===== src/rtl/core/single_source_shortest_path_defines.svh =====
// Assertion macros shared by the shortest path block.
`ifndef SINGLE_SOURCE_SHORTEST_PATH_DEFINES_SVH
`define SINGLE_SOURCE_SHORTEST_PATH_DEFINES_SVH

// Same-cycle implication, checked on clk and disabled during reset.
`define SSSP_ASSERT_NOW(label, ante, cons, msg) \
  label: assert property (@(posedge clk) disable iff (!rst_n) (ante) |-> (cons)) \
    else $error(msg);

// Next-cycle implication, checked on clk and disabled during reset.
`define SSSP_ASSERT_NEXT(label, ante, cons, msg) \
  label: assert property (@(posedge clk) disable iff (!rst_n) (ante) |=> (cons)) \
    else $error(msg);

`endif


===== src/rtl/core/sssp_ram.sv =====
// Simple dual-port RAM with one write port and one registered read port.
module sssp_ram #(
  parameter int AW = 6,
  parameter int DW = 8
) (
  input  logic          clk,
  input  logic          we,
  input  logic [AW-1:0] waddr,
  input  logic [DW-1:0] wdata,
  input  logic [AW-1:0] raddr,
  output logic [DW-1:0] rdata
);

  logic [DW-1:0] mem [2**AW];

  always_ff @(posedge clk) begin
    if (we) begin
      mem[waddr] <= wdata;
    end
    rdata <= mem[raddr];
  end

endmodule


===== config.mk =====
export PLATFORM = sky130hd
export DESIGN_NAME = sssp_ram
export DESIGN_NICKNAME = d
export VERILOG_FILES = /design/src/rtl/core/single_source_shortest_path_defines.svh /design/src/rtl/core/sssp_ram.sv
export SDC_FILE = /design/constraint.sdc
export NUM_CORES = 1
export LEC_CHECK = 0
export BUFFER_PORTS_ARGS = -buffer_cell sky130_fd_sc_hd__buf_2
export CAP_MARGIN = 40
export CORE_UTILIZATION = 40
export CTS_CLUSTER_DIAMETER = 60
export CTS_CLUSTER_SIZE = 20
export DETAILED_ROUTE_END_ITERATION = 16
export PLACE_DENSITY = 0.69
export RECOVER_POWER = 50
export SLEW_MARGIN = 10
export SYNTH_ARGS = -nofsm -noshare
export SYNTH_HDL_FRONTEND = slang
export SYNTH_SLANG_ARGS = --single-unit
export TNS_END_PERCENT = 1

===== constraint.sdc =====
create_clock -name clk -period 1.9 [get_ports clk]
set_input_delay 0.285 -clock clk [delete_from_list [all_inputs] [get_ports clk]]
set_output_delay 0.285 -clock clk [all_outputs]
set_load 0.1 [all_outputs]

**Word-level counts from Yosys, hierarchy flattened**

Memory sizes are Yosys's and may differ from the RTL's. A register that Yosys moved wholly into a read port is not among the register bits.
Cells that the tools add are included.

- Mux-type cells: 2

Operators with widths:

| operator | number |
|---|---|
| two-way mux 1 bit | 2 |

- Memories: 1
- Flip-flop bits (word level): 0
- Word-level logic and storage cells: 3
- Bits in writable memories: 512

Memories:

| memory | depth | width | rd ports | clocked after Yosys merged registers in | wr ports | line | RTL |
|---|---|---|---|---|---|---|---|
| mem | 64 | 8 | 1 | 1 | 1 | sssp_ram.sv:14 | `logic [DW-1:0] mem [2**AW];` |

**Logic depth before layout (Yosys ltp)**

- Word-level depth: 2
- Depth in mapped cells: 9

**Least setup slack after synthesis**

OpenSTA, ideal clock, no wires.

- Path kind: input to register
- Start: input port raddr[1]
- End: register rdata[3], read port of mem
- Data arrival time: 1,825 ps
- Buffers on the path: 3
- Cell stages on the path: 7
- Setup slack: -53 ps
- Library setup time: 128 ps
- Required time: 1,772 ps
- Cells stage by stage: buf_4 buf_2 buf_2 mux4_2 mux4_2 o21ai_1 o41ai_1

RTL lines:

| element | line | RTL |
|---|---|---|
| from (decl) | sssp_ram.sv:10 | `input logic [AW-1:0] raddr,` |
| to (decl) | sssp_ram.sv:11 | `output logic [DW-1:0] rdata` |

==> metrics.txt <==
Synth cell types=40; placed cells=1727; Starting Density=0.409; hold crit path type=input pin to flop; CTS tree=built; fill count=3975; Placed Area=22200 um^2; Mapped Nets=962; footprint of the multi-input gates=4360 um^2; routed wire length=43800 um; Synthesis Warnings=0; post-route DRC violation count=0; Peak VDD IR=0.581 mV; multiplexer share of the synthesized area=0.159; CP max-delay cell=mux4_2; worst reg-to-reg path cell count=4; most frequent cells in the layout=edfxtp_1 (512), mux4_2 (126), buf_4 (122), nor2_1 (81), clkbuf_16 (37); Worst Path Required=2.33 ns; fin crit share=0.993; RSZ-0062 raised after global routing=true; largest net degree at the start of global routing=65; Mean Syn Cell Area=21.5 um^2; total global-route track usage=0.176; Setup CP Type=flop to flop; crit-path cells=mux4_2 -> mux4_2 -> o21ai_1 -> nand2_1; first-pass GRT wire length=65200 um; worst clock skew=0.0254 ns; prevailing post-synth register cell=edfxtp_1; drt wl/cell=24.5 um; synthesized cell area=20200 um^2; routed vias=9867; sequential area share after synthesis=0.770; most used cell, CP=mux4_2; Storage cell area=15500 um^2; clock slew at reported path FFs=0.08 ns; Internal=17.0 mW; DR iter-0 viols=1105; crit path launch type=flop; fin nets=1122; measured slew at the worst slew-check pin=1.49 ns; setup ws final=0.0133 ns; Final Non-Filler Cells=1786; Critical Path AT=2.32 ns; Logic pwr share=0.067; switching share of power=0.217; WHS Path Cells=3; sequential share of power=0.588; Longest Clk Path Bufs=3; r2r startpoint=mem[55][7]$_DFFE_PP_; failing checks=capacitance limit; H-tree levels=2; Inserted Clock Buffers=35; outcome=finished, violations left; Post-CTS Setup Bufs=0; Synth Register Bits=520; Synth Area in Adders=0; Port Buffers=29; hpwl dp=28700 um; Leak Pwr=7.38 nW; max cap viols=1; worst stage delay on the critical path=0.50 ns; Async SR Flop Fraction=0; crit-path max FO=1; Crit. End Element=flop; Reg2Reg Capture Point=rdata[7]$_DFF_P_; fmax=0.530 GHz; hold endpoint=rdata[6]$_DFF_P_; XOR/XNOR share of the synthesized area=0; final core occ=0.471; Final GP Congestion=0.802; setup violators final=0; core area=49400 um^2; most common cell after layout, fill and taps aside=edfxtp_1; fin crit period=1.89 ns; final hold vios=0; Post-Synth Simple-Gate Area=0.0339; Setup WS pre-CTS=-0.457 ns; CTS Sinks=520; worst reg-to-reg setup slack=0.01 ns; Clk pwr share=0.346; CTS Root Cell=clkbuf_16; complex-gate fraction of the synthesized area=0.0207; setup TNS=0 ns; area grow syn2layout=15.2%; CP top delay family=multiplexers; # rows=81; Cells after Synth=940; largest family of logic cells by synthesized area=multiplexers; Final Cell Area=23200 um^2; TritonRoute pass-1 iters=5; pwr/cell area=932 nW/um^2; max-slew violations=0; Die ar.=51300 um^2; hold path startpoint=raddr[5]; clock latency on the worst-skew pair=0.56 ns; Post-synth EDFFs=512; CP Buf/Inv Count=0; via/cell ratio=5.52; grt ovf=0; layout cells sized above 1=0.327; relative slew slack=0.00480; I/O pin cnt=30; Die Height=227 um; number of global-route vias before repair=10094; die width=227 um; initial antenna violation count=3; Routed Antenna Nets=0; switching power=4.69 mW
worst reg2reg max path, stage by stage (launching register included):
cell and delay, ns:
edfxtp_1 0.37, mux4_2 0.50, mux4_2 0.50, o21ai_1 0.31, nand2_1 0.09
metal layers:
metal / track usage / vias to the layer above / part of all wire
met4: 0.0632 / 4 / 0.030
met5: 0 / - / 0.00057
met1: 0.245 / 5196 / 0.41
li1: - / 4228 / -
met2: 0.284 / 376 / 0.49
met3: 0.0255 / 63 / 0.071
cell usage after synthesis, types with 3 or more instances:
| cell type | number | share of area |
|---|---|---|
| nand3_1 | 13 | 0.0032 |
| clkbuf_1 | 17 | 0.0032 |
| o22ai_1 | 8 | 0.0025 |
| mux2i_1 | 23 | 0.011 |
| o2111ai_1 | 3 | 0.0013 |
| dfxtp_1 | 8 | 0.0079 |
| o221ai_1 | 8 | 0.0035 |
| buf_1 | 4 | 0.00074 |
| a221oi_1 | 6 | 0.0026 |
| a21oi_1 | 3 | 0.00074 |
| a211oi_1 | 4 | 0.0015 |
| mux4_2 | 126 | 0.14 |
| buf_4 | 13 | 0.0048 |
| nand2_1 | 19 | 0.0035 |
| o2bb2ai_1 | 3 | 0.0013 |
| a22oi_1 | 3 | 0.0011 |
| buf_6 | 4 | 0.0022 |
| edfxtp_1 | 512 | 0.76 |
| buf_2 | 11 | 0.0027 |
| mux2_2 | 13 | 0.0073 |
| nand3b_1 | 3 | 0.0011 |
| nand2b_1 | 7 | 0.0022 |
| nor2b_1 | 14 | 0.0043 |
| nor2_1 | 83 | 0.015 |
| nor3_1 | 7 | 0.0017 |
power by group through the flow:
stage | clock (mW) | sequential [mW] | combinational [mW]
after floorplan | 0 | 13.1 | 0.678
after global placement | 0 | 13.0 | 1.41
after detailed placement | 0 | 13.0 | 1.45
after CTS | 7.65 | 12.7 | 1.46
after global routing | 8.02 | 12.7 | 1.53
final | 7.49 | 12.7 | 1.44
how the worst max path moves through the flow:
stage	from	end	slack, ns	cells past startpoint
final	mem[55][7]$_DFFE_PP_	rdata[7]$_DFF_P_	0.01	4
after global routing	mem[47][0]$_DFFE_PP_	rdata[0]$_DFF_P_	-0.04	5
after CTS	mem[21][4]$_DFFE_PP_	rdata[4]$_DFF_P_	0.006	5
after detailed placement	raddr[1]	rdata[7]$_DFF_P_	-0.46	7
after global placement	raddr[1]	rdata[7]$_DFF_P_	-0.49	7
after floorplan	raddr[1]	rdata[3]$_DFF_P_	0.007	7
what timing repair did:
item / in CTS / in global routing
endpoints found under the setup margin: 3 / 6
hold buffers: 0 / 0
hold endpoints to repair: 0 / 0
gates cloned: 0 / 0
pin swaps: 1 / 0
resized for setup: 4 / 7
cell families (layout without fill, tap and decap cells):
logic type      count (synthesis)  count (layout)
simple gates                  153             153
compound gates                 54              54
mux                           162             162
buf+inv                        51             231
other cells                     0               2
flops                         520             520
layout make-up:
type | count | share of cell area
timing repair buffer | 174 | 0.0610
multi-input combinational | 369 | 0.188
antenna | 2 | 0.000215
clock buffer | 41 | 0.0405
sequential | 520 | 0.669
clock inverter | 16 | 0.00587
tap | 664 | 0.0358
flip-flops by register name, indices dropped and copies added (netlist names):
signal and count:
rdata 8, mem 512
per-stage QoR:
step	power, mW	hold WS (ns)
after floorplan	13.8	0.384
after global placement	14.4	0.744
after detailed placement	14.4	0.758
after CTS	21.8	0.161
after global routing	22.3	0.210
final	21.7	0.197
Note: power is estimated with default switching activity, not from simulation.
